==> config.mk <==
export PLATFORM = sky130hd
export DESIGN_NAME = rps_front
export DESIGN_NICKNAME = d
export VERILOG_FILES = /design/src/rtl/core/rps_pkg.sv /design/src/rtl/core/rps_front.sv
export SDC_FILE = /design/constraint.sdc
export NUM_CORES = 1
export LEC_CHECK = 0
export BUFFER_PORTS_ARGS = -buffer_cell sky130_fd_sc_hd__buf_2
export CAP_MARGIN = 20
export CORE_AREA = 5 5 134 136
export DETAILED_ROUTE_END_ITERATION = 7
export DIE_AREA = 0 0 139 141
export PLACE_DENSITY = 0.86
export SETUP_SLACK_MARGIN = 0.4
export SKIP_CTS_REPAIR_TIMING = 1
export SYNTH_ARGS = -nofsm -noshare
export SYNTH_HDL_FRONTEND = slang
export SYNTH_SLANG_ARGS = --single-unit
==> constraint.sdc <==
create_clock -name clk -period 1.1 [get_ports clk]
set_input_delay 0.11 -clock clk [delete_from_list [all_inputs] [get_ports clk]]
set_output_delay 0.11 -clock clk [all_outputs]
set_load 0.05 [all_outputs]
==> src/rtl/core/rps_pkg.sv <==
// Shared types, constants and codes of the region pixel statistics block.
`default_nettype none

package rps_pkg;

    // Table and image geometry
    localparam int REGION_COUNT = 256;
    localparam int IMAGE_SIDE   = 4096;
    localparam int ADDR_W       = $clog2(REGION_COUNT);

    // Command queue between front and back
    localparam int QUEUE_DEPTH  = 4;
    localparam int QPTR_W       = $clog2(QUEUE_DEPTH);

    // Item actions
    typedef enum logic [1:0] {
        ACT_ADD   = 2'd0,
        ACT_READ  = 2'd1,
        ACT_CLEAR = 2'd2
    } action_t;

    // Configuration register indexes
    localparam logic [2:0] REG_DISK_CENTER_X   = 3'd0;
    localparam logic [2:0] REG_DISK_CENTER_Y   = 3'd1;
    localparam logic [2:0] REG_DISK_RADIUS     = 3'd2;
    localparam logic [2:0] REG_PIXEL_AREA      = 3'd3;
    localparam logic [2:0] REG_RAW_UNCERT_STEP = 3'd4;
    localparam logic [2:0] REG_LIMB_LIMIT      = 3'd5;
    localparam logic [2:0] REG_RADIUS_REL_VAR  = 3'd6;
    localparam logic [2:0] REG_PIXEL_REL_VAR   = 3'd7;

    // Statistic codes of a read run
    localparam logic [3:0] ST_PIXEL_COUNT = 4'd0;
    localparam logic [3:0] ST_VALID_COUNT = 4'd1;
    localparam logic [3:0] ST_SUM_X       = 4'd2;
    localparam logic [3:0] ST_SUM_Y       = 4'd3;
    localparam logic [3:0] ST_TOTAL       = 4'd4;
    localparam logic [3:0] ST_WSUM_X      = 4'd5;
    localparam logic [3:0] ST_WSUM_Y      = 4'd6;
    localparam logic [3:0] ST_MIN         = 4'd7;
    localparam logic [3:0] ST_MAX         = 4'd8;
    localparam logic [3:0] ST_RAW_AREA    = 4'd9;
    localparam logic [3:0] ST_RAW_UNC     = 4'd10;
    localparam logic [3:0] ST_DISK_AREA   = 4'd11;
    localparam logic [3:0] ST_DISK_UNC    = 4'd12;
    localparam logic [3:0] ST_CLIPPED     = 4'd13;

    // Configuration set
    typedef struct packed {
        logic [19:0] center_x;
        logic [19:0] center_y;
        logic [19:0] radius;
        logic [31:0] pixel_area;
        logic [31:0] raw_step;
        logic [15:0] limb_limit;
        logic [15:0] radius_rel_var;
        logic [15:0] pixel_rel_var;
    } cfg_t;

    // Classified command passed through the queue
    typedef struct packed {
        action_t             kind;
        logic [ADDR_W-1:0]   label;
        logic [11:0]         x;
        logic [11:0]         y;
        logic [31:0]         inten;
        logic                ivalid;
        logic                border;
    } op_t;

    // One region table entry
    typedef struct packed {
        logic [24:0] pixel_count;
        logic [24:0] valid_count;
        logic [36:0] sum_x;
        logic [36:0] sum_y;
        logic [63:0] total;
        logic [63:0] wsum_x;
        logic [63:0] wsum_y;
        logic [31:0] imin;
        logic [31:0] imax;
        logic [63:0] area_sum;
        logic [63:0] raw_unc;
        logic [63:0] disk_area;
        logic [63:0] disk_unc;
        logic        clipped;
    } entry_t;

endpackage

`default_nettype wire

==> src/rtl/core/rps_front.sv <==
// Front end: configuration registers and input item classification.
`default_nettype none

module rps_front (
    input  wire logic                 clk,
    input  wire logic                 rst_n,
    input  wire logic                 cfg_write_en,
    input  wire logic [2:0]           cfg_index,
    input  wire logic [31:0]          cfg_data,
    input  wire logic                 in_valid,
    output logic                      in_stall,
    input  wire logic [1:0]           action,
    input  wire logic [7:0]           region_label,
    input  wire logic [11:0]          pixel_x,
    input  wire logic [11:0]          pixel_y,
    input  wire logic [31:0]          intensity,
    input  wire logic                 intensity_valid,
    input  wire logic                 at_border,
    input  wire logic                 q_full,
    output logic                      q_push,
    output rps_pkg::op_t              q_op,
    output rps_pkg::cfg_t             cfg
);

    rps_pkg::cfg_t cfg_reg;
    logic          accept;
    logic          label_ok;
    logic          coord_ok;
    logic          keep;

    // Configuration register file
    always_ff @(posedge clk or negedge rst_n)
    begin
        if (!rst_n)
        begin
            cfg_reg <= '0;
        end
        else if (cfg_write_en)
        begin
            unique case (cfg_index)
                rps_pkg::REG_DISK_CENTER_X:   cfg_reg.center_x       <= cfg_data[19:0];
                rps_pkg::REG_DISK_CENTER_Y:   cfg_reg.center_y       <= cfg_data[19:0];
                rps_pkg::REG_DISK_RADIUS:     cfg_reg.radius         <= cfg_data[19:0];
                rps_pkg::REG_PIXEL_AREA:      cfg_reg.pixel_area     <= cfg_data;
                rps_pkg::REG_RAW_UNCERT_STEP: cfg_reg.raw_step       <= cfg_data;
                rps_pkg::REG_LIMB_LIMIT:      cfg_reg.limb_limit     <= cfg_data[15:0];
                rps_pkg::REG_RADIUS_REL_VAR:  cfg_reg.radius_rel_var <= cfg_data[15:0];
                rps_pkg::REG_PIXEL_REL_VAR:   cfg_reg.pixel_rel_var  <= cfg_data[15:0];
                default:                      cfg_reg <= cfg_reg;
            endcase
        end
    end

    assign cfg = cfg_reg;

    // Accept while the queue has room; drop items that do nothing
    assign in_stall = q_full;
    assign accept   = in_valid && !in_stall;
    assign label_ok = 32'(region_label) < rps_pkg::REGION_COUNT;
    assign coord_ok = (32'(pixel_x) < rps_pkg::IMAGE_SIDE)
                   && (32'(pixel_y) < rps_pkg::IMAGE_SIDE);

    always_comb
    begin
        unique case (action)
            rps_pkg::ACT_ADD:   keep = label_ok && coord_ok;
            rps_pkg::ACT_READ:  keep = label_ok;
            rps_pkg::ACT_CLEAR: keep = label_ok;
            default:            keep = 1'b0;
        endcase
    end

    assign q_push       = accept && keep;
    assign q_op.kind    = rps_pkg::action_t'(action);
    assign q_op.label   = region_label[rps_pkg::ADDR_W-1:0];
    assign q_op.x       = pixel_x;
    assign q_op.y       = pixel_y;
    assign q_op.inten   = intensity;
    assign q_op.ivalid  = intensity_valid;
    assign q_op.border  = at_border;

endmodule

`default_nettype wire

==> summary.md <==
| Metric | Value |
|---|---|
| Clock power frac | `0.244` |
| Worst-path clk slew | `0.07 ns` |
| Hold WS | `-0.05985 ns` |
| Synth unique cells | `16` |
| Internal power | `17330 uW` |
| Slew margin rel. | `0.7923` |
| Final setup viols | `67` |
| Max-slew violations | `0` |
| Residual DRC count | `0` |
| Area occupied by registers | `0.004482 sq mm` |
| Most common cell after layout, fill and taps aside | `buf_6` |
| Setup Crit Path Kind | `flip-flop to output port` |
| NetSw | `10570 uW` |
| GR Util met2 | `0.3004` |
| Routed WL | `21.56 mm` |
| Clock tree sinks | `172` |
| Most used routing layer | `met2` |
| Reg2reg start | `cfg[67]` |
| Worst path bufs/invs | `1` |
| VDD IR max | `1.544 mV` |
| Crit. End Element | `output port` |
| Cell leakage power | `between 0.005 and 0.006 uW` |
| Sequential fraction of the synthesis area | `0.5993` |
| Worst path required time | `0.99 ns` |
| Most frequent cells in the layout | `200 x buf_6, 143 x mux2_4, 142 x dfrtp_2` |
| Met3 Use GR | `0.07429` |
| Max Buffers Root-to-Sink | `2` |
| Congestion Overflow GR | `0` |
| Register bit total from synthesis | `172` |
| Drt first pass iters | `5` |
| Crit path from | `cfg[112]` |
| R2r endpoint | `cfg[67]` |
| Met1 Use GR | `0.2170` |
| DR WL/cell | `23.59 um` |
| Syn Nets | `551` |
| Clk root buf | `clkbuf_16` |
| Layout area overhead | `57.40%` |
| Max-cap violation count | `0` |
| Flop pwr share | `0.329` |
| Share of cells above drive strength 1 | `0.9521` |
| Row count | `48` |
| Slowest cell delay on critical path | `between 0.4 and 0.5 ns` |
| Placer Congestion | `between 0.8 and 0.9` |
| R2r setup slk | `0.16 ns` |
| H-Tree Depth | `4` |
| Worst slew pin tran | `around 0.31 ns` |
| Initial antenna violation count | `0` |
| Vias per inst | `4.964` |
| Pre-CTS setup slack | `-0.3536 ns` |
| Status | `finished, violations left` |
| YS warnings | `0` |
| Max FFs per register | `172` |
| Worst setup SP type | `flip-flop` |
| Sw Ratio | `0.3789` |
| Final nets | `784` |
| Hold Crit Class | `input pin to flip-flop` |
| Core Box Area | `0.01682 sq mm` |
| Post-Synthesis Cell Area | `0.007182 sq mm` |
| Setup WS post-layout | `-0.02755 ns` |
| Fmax | `roughly 890 MHz` |
| I/O Buffers | `217` |
| Die area | `0.01960 sq mm` |
| Cell Pwr Density | `around 2500 mW/mm^2` |
| Post-Synthesis Mean Instance Area | `16.21 sq um` |
| Die extent in x | `139 um` |
| Initial DRC Count | `87` |
| WP data arrival | `1.02 ns` |
| Crit path to | `cfg[112]` |
| Starting Density | `0.4271` |
| Violated checks | `hold timing, setup timing` |
| Die extent in y | `141 um` |
| CTS tree | `yes` |
| ANT cells | `0` |
| CP max-delay cell | `dfrtp_2` |
| Ports | `350` |
| Overall power | `27900 uW` |
| Vias | `4537` |
| Final hold violation count | `27` |
| CP delay by family, top | `flip-flops` |
| Critical Path Stages | `1` |
| Crit path max fanout | `2` |
| Vias in the first global route | `4758` |
| Largest net degree at the start of global routing | `56` |
| Number of cells on the worst reg-to-reg path | `2` |
| Total CTS buffers | `17` |
| Multi-input logic area | `approximately 0.0027 sq mm` |
| Post-Syn Instances | `443` |
| RSZ-0062 raised after global routing | `yes` |
| Clk_skew | `0 ns` |
| ANT nets after route | `0` |
| Post-route clock period utilization | `1.025` |
| Dpl hpwl | `13.08 mm` |
| Worst-Skew Late Latency | `about 0.42 ns` |
| Min cycle time layout | `1.128 ns` |
| Critical path cell sequence | `buf_6` |
| Gr usage total | `0.1822` |
| First-pass GRT wire length | `27.80 mm` |
| Logic pwr share | `0.427` |
| Filler cells | `1057` |
## synth_stat cells
| master | count | area, sq um |
|---|---|---|
| dfrtp_1 | 172 | 4304 |
| mux2_4 | 30 | 450.4 |
| a211oi_1 | 1 | 7.510 |
| nor4b_2 | 1 | 15.01 |
| nand4b_4 | 2 | 47.55 |
| buf_12 | 3 | 60.06 |
| buf_6 | 1 | 11.26 |
| buf_2 | 7 | 35.03 |
| nand4b_2 | 1 | 15.01 |
| nand4_2 | 1 | 12.51 |
| mux2_2 | 141 | 1588 |
| nor4bb_1 | 1 | 10.01 |
| inv_1 | 1 | 3.750 |
| and4bb_2 | 2 | 25.02 |
| mux2_1 | 1 | 11.26 |
| buf_4 | 78 | 585.6 |
## power by group through the flow
stage / Clock, uW / Sequential [uW] / Combinational (uW)
4_1_cts: 6910 / 8690 / 9080
3_3_place_gp: 0 / 8690 / 8900
6_report: 6800 / 9170 / 11900
2_1_floorplan: 0 / 13700 / 2420
3_5_place_dp: 0 / 8790 / 9060
5_1_grt: 7210 / 9310 / 12300
## metrics by stage
step	std cells	setup TNS [ns]	instance area [sq um]	utilization	hold WS, ns
after floorplan	443	-7.557	7634	-	-0.1856
after global placement	828	-34.55	8625	0.5129	-0.05358
after detailed placement	828	-40.18	8625	0.5129	-0.05401
after CTS	860	-11.88	9293	0.5526	-0.5118
after global routing	914	-4.814	11300	0.6722	-0.07795
final	914	-0.5406	11300	0.6722	-0.05985
## per-layer routing
layer  up-vias  part of all wire
li1       1934                 -
met1      2331              0.39
met2       233              0.51
met3        39             0.077
met4         0             0.019
met5         -                 0
## cell families (layout without fill, tap and decap cells)
logic type | count (synthesis) | in the layout | synth area share
mux | 172 | 172 | 0.2854
flops | 172 | 172 | 0.5993
buf+inv | 90 | 336 | 0.09686
simple gates | 8 | 8 | 0.01742
compound gates | 1 | 1 | 0.001046
## area by class of cell
cell class                      count  area share
Clock buffer                       18     0.03796
Clock inverter                     14     0.02114
Tap cell                          225     0.02490
Multi-Input combinational cell    181      0.2350
Timing Repair Buffer              303      0.2842
Sequential cell                   172      0.3965
Inverter                            1   0.0003320
## how the worst min path moves through the flow
stage	to	start	slack [ns]	cells after the start
2_1_floorplan	cfg[0]	rst_n	-0.19	0
6_report	cfg[102]	cfg_data[22]	-0.06	2
3_3_place_gp	cfg[155]	rst_n	-0.05	1
3_5_place_dp	cfg[84]	rst_n	-0.05	1
4_1_cts	cfg[119]	rst_n	-0.51	1
5_1_grt	cfg[74]	cfg_data[26]	-0.08	2
No activity file was read; power rests on OpenSTA's default activity.
