==> config.mk <==
export PLATFORM = sky130hd
export DESIGN_NAME = rps_queue
export DESIGN_NICKNAME = d
export VERILOG_FILES = /design/src/rtl/core/rps_pkg.sv /design/src/rtl/core/rps_queue.sv
export SDC_FILE = /design/constraint.sdc
export NUM_CORES = 1
export LEC_CHECK = 0
export BUFFER_PORTS_ARGS = -buffer_cell sky130_fd_sc_hd__buf_2
export CAP_MARGIN = 10
export CORE_MARGIN = 2
export CORE_UTILIZATION = 55
export CTS_BUF_LIST = sky130_fd_sc_hd__clkbuf_4 sky130_fd_sc_hd__clkbuf_8
export DETAILED_ROUTE_END_ITERATION = 6
export PLACE_DENSITY = 0.77
export RECOVER_POWER = 25
export SYNTH_ARGS = -nofsm -noshare
export SYNTH_HDL_FRONTEND = slang
export SYNTH_SLANG_ARGS = --single-unit
==> constraint.sdc <==
create_clock -name clk -period 2.97 [get_ports clk]
set_input_delay 0.297 -clock clk [delete_from_list [all_inputs] [get_ports clk]]
set_output_delay 0.297 -clock clk [all_outputs]
set_load 0.01 [all_outputs]
==> src/rtl/core/rps_pkg.sv <==
// Shared types, constants and codes of the region pixel statistics block.
`default_nettype none

package rps_pkg;

    // Table and image geometry
    localparam int REGION_COUNT = 256;
    localparam int IMAGE_SIDE   = 4096;
    localparam int ADDR_W       = $clog2(REGION_COUNT);

    // Command queue between front and back
    localparam int QUEUE_DEPTH  = 4;
    localparam int QPTR_W       = $clog2(QUEUE_DEPTH);

    // Item actions
    typedef enum logic [1:0] {
        ACT_ADD   = 2'd0,
        ACT_READ  = 2'd1,
        ACT_CLEAR = 2'd2
    } action_t;

    // Configuration register indexes
    localparam logic [2:0] REG_DISK_CENTER_X   = 3'd0;
    localparam logic [2:0] REG_DISK_CENTER_Y   = 3'd1;
    localparam logic [2:0] REG_DISK_RADIUS     = 3'd2;
    localparam logic [2:0] REG_PIXEL_AREA      = 3'd3;
    localparam logic [2:0] REG_RAW_UNCERT_STEP = 3'd4;
    localparam logic [2:0] REG_LIMB_LIMIT      = 3'd5;
    localparam logic [2:0] REG_RADIUS_REL_VAR  = 3'd6;
    localparam logic [2:0] REG_PIXEL_REL_VAR   = 3'd7;

    // Statistic codes of a read run
    localparam logic [3:0] ST_PIXEL_COUNT = 4'd0;
    localparam logic [3:0] ST_VALID_COUNT = 4'd1;
    localparam logic [3:0] ST_SUM_X       = 4'd2;
    localparam logic [3:0] ST_SUM_Y       = 4'd3;
    localparam logic [3:0] ST_TOTAL       = 4'd4;
    localparam logic [3:0] ST_WSUM_X      = 4'd5;
    localparam logic [3:0] ST_WSUM_Y      = 4'd6;
    localparam logic [3:0] ST_MIN         = 4'd7;
    localparam logic [3:0] ST_MAX         = 4'd8;
    localparam logic [3:0] ST_RAW_AREA    = 4'd9;
    localparam logic [3:0] ST_RAW_UNC     = 4'd10;
    localparam logic [3:0] ST_DISK_AREA   = 4'd11;
    localparam logic [3:0] ST_DISK_UNC    = 4'd12;
    localparam logic [3:0] ST_CLIPPED     = 4'd13;

    // Configuration set
    typedef struct packed {
        logic [19:0] center_x;
        logic [19:0] center_y;
        logic [19:0] radius;
        logic [31:0] pixel_area;
        logic [31:0] raw_step;
        logic [15:0] limb_limit;
        logic [15:0] radius_rel_var;
        logic [15:0] pixel_rel_var;
    } cfg_t;

    // Classified command passed through the queue
    typedef struct packed {
        action_t             kind;
        logic [ADDR_W-1:0]   label;
        logic [11:0]         x;
        logic [11:0]         y;
        logic [31:0]         inten;
        logic                ivalid;
        logic                border;
    } op_t;

    // One region table entry
    typedef struct packed {
        logic [24:0] pixel_count;
        logic [24:0] valid_count;
        logic [36:0] sum_x;
        logic [36:0] sum_y;
        logic [63:0] total;
        logic [63:0] wsum_x;
        logic [63:0] wsum_y;
        logic [31:0] imin;
        logic [31:0] imax;
        logic [63:0] area_sum;
        logic [63:0] raw_unc;
        logic [63:0] disk_area;
        logic [63:0] disk_unc;
        logic        clipped;
    } entry_t;

endpackage

`default_nettype wire

==> src/rtl/core/rps_queue.sv <==
// Short command queue between the front end and the execution back end.
`default_nettype none

module rps_queue (
    input  wire logic           clk,
    input  wire logic           rst_n,
    input  wire logic           push,
    input  wire rps_pkg::op_t   push_op,
    output logic                full,
    input  wire logic           pop,
    output logic                head_valid,
    output rps_pkg::op_t        head_op
);

    localparam int CNT_W = rps_pkg::QPTR_W + 1;

    rps_pkg::op_t               slot_reg [rps_pkg::QUEUE_DEPTH];
    logic [rps_pkg::QPTR_W-1:0] wr_ptr_reg;
    logic [rps_pkg::QPTR_W-1:0] rd_ptr_reg;
    logic [CNT_W-1:0]           count_reg;

    assign full       = count_reg == CNT_W'(rps_pkg::QUEUE_DEPTH);
    assign head_valid = count_reg != '0;
    assign head_op    = slot_reg[rd_ptr_reg];

    // Pointers and fill count
    always_ff @(posedge clk or negedge rst_n)
    begin
        if (!rst_n)
        begin
            wr_ptr_reg <= '0;
            rd_ptr_reg <= '0;
            count_reg  <= '0;
        end
        else
        begin
            if (push)
            begin
                wr_ptr_reg <= wr_ptr_reg + 1'b1;
            end
            if (pop)
            begin
                rd_ptr_reg <= rd_ptr_reg + 1'b1;
            end
            if (push && !pop)
            begin
                count_reg <= count_reg + 1'b1;
            end
            else if (pop && !push)
            begin
                count_reg <= count_reg - 1'b1;
            end
        end
    end

    // Slot storage
    always_ff @(posedge clk)
    begin
        if (push)
        begin
            slot_reg[wr_ptr_reg] <= push_op;
        end
    end

endmodule

`default_nettype wire

==> out/metrics.csv, run 1 <==
stage;metric;value;unit
status;outcome;completed;
timing;max_slew.worst_pin.slew;0.635;ns
die;start_util;0.555;
timing;fin_setup_tns;0;ns
clocking;cts_tree;yes;
clocking;post-cts-setup-buffers;0;
critical_path;cp-start-kind;register;
die;ios;142;
critical_path;crit_type;reg -> out;
synth;synthArstFlopShare;0.0251;
timing;clock_skew;0.0178;ns
timing;slew_headroom;0.577;
synth;syn-num-nets;468;
finish;largest_reg_flops;272;
critical_path;critPathRequiredTime;2.67;ns
die;die_y;141;um
finish;regArea;8350;um^2
clocking;cts-root-buf;clkbuf_8;
placed_design;dp.cells;756;
synth;syn-cell-area;10300;um^2
synth;synth.yosys.seq_area_share;0.811;
grt;grt_max_degree;42;
clocking;clockBufferDepth;3;
synth;synthSimpleGateAreaFrac;0.00487;
power;power_frac_comb;0.283;
critical_path;cp_max_fo;29;
clocking;clk_latency;0.52;ns
drt;num_vias;4868;
grt;grt_pass1_vias;5410;
finish;multi_input_area;1740;um^2
min_path;hp-class;in -> reg;
critical_path;crit_path_cell_trace;buf_12 -> mux4_2 -> buf_2;
power;switchingPower;3340;uW
grt;antenna_found_initial;1;
min_path;worstHoldStart;push;
critical_path;cp_slowest_stage_delay;0.72;ns
power;power_density;927;nW/um^2
die;dieArea;19800;um^2
timing;final_hold_viol_count;0;
grt;grt-ovfl-total;0;
timing;hold_ws;0.0809;ns
clocking;cts_resized;0;
timing;rsz0062_at_grt;false;
power;p_leak;0.00434;uW
job;maxCapViolCount;0;
synth;synthAdderAreaFrac;0.00803;
timing;drv_slew;0;
synth;synth_cell_types;19;
die;die_w;141;um
finish;area_growth;23.2;%
clocking;cts_sinks;279;
critical_path;regToRegStartpoint;wr_ptr_reg[0];
finish;fin_nets;713;
synth;muxShareOfSynthArea;0.150;
synth;synth_top_area_frac;0.794;
timing;period_minus_slack;2.57;ns
power;p_int;8400;uW
clocking;clk_pin_slew;0.06;ns
synth;synth_ff_type;edfxtp_1;
critical_path;path_buf_inv;2;
timing;min_period_over_period;0.866;
synth;synth_top_family_by_area;multiplexers;
synth;synth_seq_cells;279;
grt;grt_pass1_wl;28500;um
critical_path;cp_slowest_cell;dfrtp_4;
critical_path;startpoint;rd_ptr_reg[0];
synth;avgSynthCellArea;26.4;um^2
placed_design;port_buffers;141;
synth;synth.area.top_cells;edfxtp_1 79%, mux4_2 15%, dfrtp_1 1.7%;
critical_path;cp-end-kind;primary output;
finish;drive_above_1_share;0.373;
synth;synthXorXnorAreaFrac;0.00511;
synth;synth_largest_area_cell;edfxtp_1;
synth;postSynthCellCount;390;
power;power.share.clock;0.248;
drt;first_pass_iters;4;
synth;ys_warn_count;0;
critical_path;cp_top_family;flip-flops;
die;core;18500;um^2
grt;grtUsageTotal;0.190;
power;swShare;0.285;
timing;fmax;0.389;GHz
synth;synth_compound_area_frac;0.000487;
synth;synth_edf_count;272;
placed_design;dp_hpwl;10400;um
timing;setup_viol;0;
die;rows;50;
clocking;cts_buffers;43;
drt;ant_nets;0;
finish;fillers;1168;
placed_design;gp_congestion;0.689;
clocking;htree_levels;2;
drt;wire_per_inst;20.5;um
drt;drc;0;
synth;synth_most_common_cell;edfxtp_1;
power;vdd_drop_max;0.596;mV
finish;diodes;0;
critical_path;arrival;2.28;ns
drt;drt_wl_total;18400;um
drt;via_per_inst;5.43;
drt;drt_iter0_markers;253;
finish;final_cells;897;
synth;synthTopCellsByCount;272 x edfxtp_1, 68 x mux4_2, 7 x buf_12, 7 x buf_2, 7 x dfrtp_1;
power;seqPwrFrac;0.469;
## kinds of logic after synthesis
group,Yosys count
DFF,279
muxes,69
buffers and inverters,20
and+or+nand+nor,9
xor gates and xnor gates,6
adders and majority gates,6
AOI/OAI and AO/OA,1
## power groups by stage
stage               sequential [uW]  combinational, uW  clock, uW
floorplan                      5390               2430          0
global placement               5550               3270          0
detailed placement             5610               3310          0
CTS                            5530               3400       2970
global route                   5590               3570       3160
finish                         5510               3320       2910
## layer usage
metal | GRT usage | routed length, um
met1 | 0.242 | 7600
met2 | 0.327 | 9420
met3 | 0.0526 | 1150
met4 | 0.0495 | 218
met5 | 0 | 11
## path summary, 6_finish.rpt
kind | endpoint | slack, ns | cells after the start
min in group asynchronous | count_reg[0] | 0.23 | 2
worst min register to register | count_reg[2] | 0.50 | 1
worst max-delay path | head_op[0] | 0.40 | 3
worst min-delay path | wr_ptr_reg[0] | 0.08 | 2
worst max register to register | slot_reg[0][9] | 1.18 | 4
max in group asynchronous | rd_ptr_reg[1] | 2.40 | 2
## stage by stage
stage           util  setup slack (ns)  area, um^2  total power, uW
5_1_grt        0.684             0.242       12700            12300
3_5_place_dp   0.607             0.884       11200             8920
3_3_place_gp   0.607             0.885       11200             8820
2_1_floorplan      -             0.326       10300             7820
6_report       0.684             0.398       12700            11700
4_1_cts        0.687             0.319       12700            11900
## cell usage in the layout (no fill, tap or decap), types with 2 or more instances in the layout
master,count
inv_1,4
nand2_1,2
clkbuf_1,41
dfrtp_4,2
dlygate4sd3_1,68
clkbuf_4,16
clkbuf_8,45
mux4_2,68
clkinv_2,4
xnor2_1,2
xor2_1,4
buf_2,100
edfxtp_1,272
buf_12,7
and2_4,4
dfrtp_1,5
clkinv_1,8
ha_1,5
## worst register-to-register path, delay by kind of cell, from the launching register on
family,cells,cell delay (ns)
adder cells (fa/ha/maj),1,0.14
buffers and inverters,2,0.43
flip-flops,1,0.42
AND/OR/NAND/NOR,1,0.45
## final cells by class
| cell class | instances | share of cell area |
|---|---|---|
| clock buffers | 61 | 0.0584 |
| clock inverters | 12 | 0.00395 |
| inverters | 4 | 0.00119 |
| multi-input cells | 91 | 0.138 |
| flip-flops and latches | 279 | 0.659 |
| well taps | 234 | 0.0231 |
| repair buffers | 216 | 0.116 |
## timing repair
item,4_1_cts,5_1_grt
endpoints found under the hold margin,269,0
endpoints found under the setup margin,0,0
hold buffers,68,0
Note: power is estimated with default switching activity, not from simulation.
==> inputs of run 2 (changes only) <==
--- a/config.mk
+++ b/config.mk
@@ -9,7 +9,7 @@
 export CAP_MARGIN = 10
 export CORE_MARGIN = 2
 export CORE_UTILIZATION = 55
-export CTS_BUF_LIST = sky130_fd_sc_hd__clkbuf_4 sky130_fd_sc_hd__clkbuf_8
+export CTS_BUF_LIST = sky130_fd_sc_hd__clkbuf_4 sky130_fd_sc_hd__clkbuf_8 sky130_fd_sc_hd__clkbuf_16
 export DETAILED_ROUTE_END_ITERATION = 6
 export PLACE_DENSITY = 0.77
 export RECOVER_POWER = 25
==> out/metrics.csv, run 2 (synthesized netlist as in run 1, its figures left out) <==
stage;metric;value;unit;change
drt;wire_per_inst;20.9;um;was 20.5 um
timing;setup_viol;0;;unchanged
status;outcome;completed;;unchanged
clocking;cts_resized;0;;unchanged
die;die_y;141;um;unchanged
clocking;hold_buffers;52;;was 68
timing;fmax;0.389;GHz;about the same
finish;diodes;0;;unchanged
clocking;cts_tree;yes;;unchanged
finish;area_growth;21.8;%;was 23.2%
power;vdd_drop_max;0.817;mV;was 0.596 mV
finish;largest_reg_flops;272;;unchanged
timing;slew_headroom;0.581;;was 0.577
min_path;worstHoldStart;push_op[7];;was push
power;p_leak;0.00425;uW;was 0.00434 uW
critical_path;cp-start-kind;register;;unchanged
timing;rsz0062_at_grt;false;;unchanged
die;core;18500;um^2;unchanged
grt;grt_max_degree;42;;unchanged
critical_path;r2r_cells;4;;unchanged
drt;drt_iter0_markers;249;;was 253
placed_design;port_buffers;141;;unchanged
job;maxCapViolCount;0;;unchanged
placed_design;gp_congestion;0.689;;unchanged
grt;grt_pass1_wl;28100;um;was 28,500 um
drt;ant_nets;0;;unchanged
timing;final_hold_viol_count;0;;unchanged
die;start_util;0.555;;unchanged
critical_path;critPathRequiredTime;2.67;ns;about the same
timing;max_slew.worst_pin.slew;0.628;ns;was 0.635 ns
die;rows;50;;unchanged
min_path;holdPathStages;1;;was 2
clocking;clk_latency;0.52;ns;about the same
clocking;cts_buffers;27;;was 43
critical_path;reg2reg_slack;1.18;ns;about the same
placed_design;dp_hpwl;10400;um;unchanged
clocking;clockBufferDepth;3;;unchanged
clocking;post-cts-setup-buffers;0;;unchanged
drt;num_vias;4726;;was 4,868
grt;grt-ovfl-total;0;;unchanged
timing;clock_skew;0.0166;ns;was 0.0178 ns
critical_path;crit_type;reg -> out;;unchanged
power;power_density;950;nW/um^2;was 927 nW/um^2
min_path;hp-class;in -> reg;;unchanged
critical_path;arrival;2.27;ns;was 2.28 ns
die;dieArea;19800;um^2;unchanged
finish;drive_above_1_share;0.357;;was 0.373
grt;antenna_found_initial;1;;unchanged
die;ios;142;;unchanged
critical_path;startpoint;rd_ptr_reg[0];;unchanged
clocking;htree_levels;1;;was 2
critical_path;regToRegStartpoint;wr_ptr_reg[0];;unchanged
critical_path;cp-end-kind;primary output;;unchanged
grt;grtUsageTotal;0.184;;was 0.190
die;die_w;141;um;unchanged
finish;fin_nets;681;;was 713
timing;hold_ws;0.0708;ns;was 0.0809 ns
timing;drv_slew;0;;unchanged
finish;multi_input_area;1740;um^2;unchanged
clocking;cts_sinks;279;;unchanged
drt;drt_wl_total;17900;um;was 18,400 um
timing;min_period_over_period;0.865;;was 0.866
drt;drc;0;;unchanged
timing;period_minus_slack;2.57;ns;about the same
clocking;clk_pin_slew;0.06;ns;about the same
finish;fillers;1195;;was 1,168
drt;via_per_inst;5.53;;was 5.43
clocking;cts-root-buf;clkbuf_16;;was clkbuf_8
finish;regArea;8350;um^2;unchanged
finish;final_common_cell;edfxtp_1;;unchanged
drt;first_pass_iters;4;;unchanged
critical_path;cp_max_fo;29;;unchanged
grt;grt_pass1_vias;5229;;was 5,410
timing;fin_setup_tns;0;ns;unchanged
critical_path;reg2reg_to;slot_reg[0][24];;was slot_reg[0][9]
finish;final_cell_mix;272 x edfxtp_1, 101 x buf_2, 68 x mux4_2;;was 272 x edfxtp_1, 100 x buf_2, 68 x mux4_2, 68 x dlygate4sd3_1, 45 x clkbuf_8
min_path;min_to;slot_reg[3][7];;was wr_ptr_reg[0]
-- run 2: stage by stage --
| step | setup slack (ns) | power [uW] | cells | cell area [um^2] | util |
|---|---|---|---|---|---|
| 3_3_place_gp | 0.885 | 8820 | 756 | 11200 | 0.607 |
| 3_5_place_dp | 0.884 | 8920 | 756 | 11200 | 0.607 |
| 4_1_cts | 0.333 | 12100 | 855 | 12600 | 0.679 |
| 5_1_grt | 0.260 | 12500 | 855 | 12500 | 0.676 |
| 2_1_floorplan | 0.326 | 7820 | 390 | 10300 | - |
| 6_report | 0.400 | 11900 | 855 | 12500 | 0.676 |
-- run 2: critical path, stage by stage, from the launching register on --
cell and delay (ns):
dfrtp_4 0.71, buf_12 0.31, mux4_2 0.56, buf_2 0.16
-- run 2: report_power, final --
group / internal (uW) / switching, uW / total [uW]
Combinational: 1640 / 1660 / 3300
Sequential: 5160 / 350 / 5510
Clock: 1780 / 1310 / 3100
-- run 2: how the worst max path moves through the flow --
stage	end	slack, ns	cells past startpoint
after global placement	head_op[57]	0.88	3
final	head_op[6]	0.40	3
after detailed placement	head_op[0]	0.88	3
after floorplan	slot_reg[2][0]	0.33	3
after CTS	head_op[60]	0.33	3
after global routing	head_op[55]	0.26	3
-- run 2: layout make-up --
| type | instances | share of cell area |
|---|---|---|
| clock buffers | 32 | 0.0569 |
| clock inverters | 15 | 0.00739 |
| inverters | 4 | 0.00120 |
| multi-input cells | 91 | 0.139 |
| flip-flops and latches | 279 | 0.667 |
| well taps | 234 | 0.0234 |
| repair buffers | 200 | 0.105 |
-- run 2: routing by layer --
| layer | GRT usage | up-vias | wire length [um] |
|---|---|---|---|
| li1 | - | 2091 | - |
| met1 | 0.251 | 2452 | 7450 |
| met2 | 0.315 | 164 | 9120 |
| met3 | 0.0384 | 17 | 1150 |
| met4 | 0.0363 | 2 | 144 |
| met5 | 0 | - | 13 |
==> inputs of run 3 (changes only) <==
--- a/config.mk
+++ b/config.mk
@@ -11,6 +11,7 @@
 export CORE_UTILIZATION = 55
 export CTS_BUF_LIST = sky130_fd_sc_hd__clkbuf_4 sky130_fd_sc_hd__clkbuf_8 sky130_fd_sc_hd__clkbuf_16
 export DETAILED_ROUTE_END_ITERATION = 6
+export GPL_TIMING_DRIVEN = 0
 export PLACE_DENSITY = 0.77
 export RECOVER_POWER = 25
 export SYNTH_ARGS = -nofsm -noshare
==> out/metrics.csv, run 3 (synthesized netlist as in run 1, its figures left out) <==
stage;metric;value;unit;change
drt;wire_per_inst;21.0;um;was 20.9 um
timing;clock_skew;0.00892;ns;was 0.0166 ns
grt;grtUsageTotal;0.192;;was 0.184
placed_design;dp_hpwl;11000;um;was 10,400 um
power;power_frac_comb;0.299;;was 0.277
clocking;hold_buffers;70;;was 52
timing;final_hold_viol_count;0;;unchanged
timing;min_period_over_period;0.803;;was 0.865
finish;diodes;0;;unchanged
clocking;post-cts-setup-buffers;0;;unchanged
grt;grt_max_degree;49;;was 42
drt;drt_wl_total;18600;um;was 17,900 um
die;start_util;0.555;;unchanged
grt;antenna_found_initial;0;;was 1
finish;fin_nets;713;;was 681
drt;drc;0;;unchanged
drt;num_vias;4911;;was 4,726
die;rows;50;;unchanged
clocking;cts_resized;0;;unchanged
clocking;clockBufferDepth;3;;unchanged
grt;grt_pass1_wl;29100;um;was 28,100 um
clocking;cts_buffers;28;;was 27
die;ios;142;;unchanged
critical_path;arrival;2.09;ns;was 2.27 ns
power;power_density;965;nW/um^2;was 950 nW/um^2
finish;regArea;8340;um^2;was 8350 um^2
power;p_int;9040;uW;was 8580 uW
die;die_y;141;um;unchanged
die;die_w;141;um;unchanged
power;vdd_drop_max;0.624;mV;was 0.817 mV
critical_path;cp_max_fo;10;;was 29
clocking;htree_levels;1;;unchanged
timing;setup_viol;0;;unchanged
critical_path;critPathRequiredTime;2.67;ns;about the same
power;switchingPower;3460;uW;was 3320 uW
critical_path;cp-start-kind;register;;unchanged
drt;ant_nets;0;;unchanged
drt;drt_iter0_markers;293;;was 249
finish;final_area;13000;um^2;was 12,500 um^2
grt;grt-ovfl-total;0;;unchanged
clocking;cts_tree;yes;;unchanged
timing;max_slew.worst_pin.slew;0.534;ns;was 0.628 ns
timing;fmax;0.419;GHz;was 0.389 GHz
placed_design;port_buffers;141;;unchanged
power;p_total;12500;uW;was 11,900 uW
clocking;clk_pin_slew;0.06;ns;about the same
finish;drive_above_1_share;0.363;;was 0.357
finish;fillers;1128;;was 1,195
clocking;clk_latency;0.53;ns;was 0.52 ns
clocking;cts_sinks;279;;unchanged
finish;final_cells;890;;was 855
placed_design;dp.cells;769;;was 756
finish;area_growth;26.1;%;was 21.8%
placed_design;place_area;11400;um^2;was 11,200 um^2
die;dieArea;19800;um^2;unchanged
status;outcome;completed;;unchanged
critical_path;crit_type;reg -> out;;unchanged
critical_path;cp-end-kind;primary output;;unchanged
power;swShare;0.277;;was 0.279
job;maxCapViolCount;0;;unchanged
finish;final_common_cell;edfxtp_1;;unchanged
timing;period_minus_slack;2.38;ns;was 2.57 ns
drt;first_pass_iters;6;;was 4
finish;final_cell_mix;272 x edfxtp_1, 108 x buf_2, 70 x dlygate4sd3_1;;was 272 x edfxtp_1, 101 x buf_2, 68 x mux4_2
drt;via_per_inst;5.52;;was 5.53
power;power.share.clock;0.274;;was 0.260
finish;largest_reg_flops;272;;unchanged
clocking;cts-root-buf;clkbuf_16;;unchanged
power;p_leak;0.00447;uW;was 0.00425 uW
timing;slew_headroom;0.644;;was 0.581
grt;grt_pass1_vias;5445;;was 5,229
power;seqPwrFrac;0.427;;was 0.463
finish;multi_input_area;1740;um^2;unchanged
timing;rsz0062_at_grt;false;;unchanged
timing;fin_setup_tns;0;ns;unchanged
placed_design;gp_congestion;0.742;;was 0.689
finish;postLayoutCoreUtil;0.700;;was 0.676
die;core;18500;um^2;unchanged
min_path;hp-class;in -> reg;;unchanged
timing;drv_slew;0;;unchanged
run 3: cell types whose count changed in the layout (fill, tap and decap cells not counted), sizes merged:
cell         change
clkinv           +2
buf             +13
dlygate4sd3     +18
bufinv           +2
run 3: layout make-up:
| class | count | share of cell area |
|---|---|---|
| multi-input combinational | 91 | 0.134 |
| clock inverter | 19 | 0.0126 |
| sequential | 279 | 0.643 |
| buffer | 16 | 0.0150 |
| tap | 234 | 0.0226 |
| timing repair buffer | 215 | 0.113 |
| clock buffer | 32 | 0.0577 |
| inverter | 4 | 0.00116 |
run 3: metrics by stage:
stage               hold slack (ns)  setup slack (ns)
global route                 0.0600             0.479
finish                       0.0738             0.586
floorplan                   0.00141             0.326
detailed placement            0.140              1.13
global placement              0.132            -0.922
CTS                          0.0593             0.541
run 3: worst max-delay path, stage by stage (launching register included):
cell     delay, ns
dfrtp_1       0.31
buf_2         0.17
buf_2         0.31
buf_4         0.27
mux4_2        0.33
buf_2         0.16
run 3: metal layers:
layer / routed length, um / share of wire / global-route usage / vias up
li1: - / - / - / 2164
met3: 1060 / 0.057 / 0.0421 / 33
met5: 0 / 0 / 0 / -
met2: 9790 / 0.52 / 0.342 / 168
met4: 441 / 0.024 / 0.0489 / 0
met1: 7350 / 0.39 / 0.244 / 2546
run 3: path summary, 6_finish.rpt:
kind	from	end	slack [ns]	cells after the start
worst max-delay path	rd_ptr_reg[1]	head_op[37]	0.59	5
worst min-delay path	push	wr_ptr_reg[0]	0.07	2
worst max register to register	wr_ptr_reg[0]	slot_reg[0][20]	1.14	4
worst min register to register	count_reg[2]	count_reg[2]	0.49	1
max in group asynchronous	rst_n	rd_ptr_reg[1]	2.46	2
min in group asynchronous	rst_n	count_reg[1]	0.22	2
run 3: power by group through the flow:
stage / registers [uW] / clock network, uW / logic (uW)
floorplan: 5390 / 0 / 2430
global placement: 5450 / 0 / 3590
detailed placement: 5420 / 0 / 3750
CTS: 5340 / 3500 / 3840
global route: 5390 / 3670 / 4040
finish: 5330 / 3430 / 3740
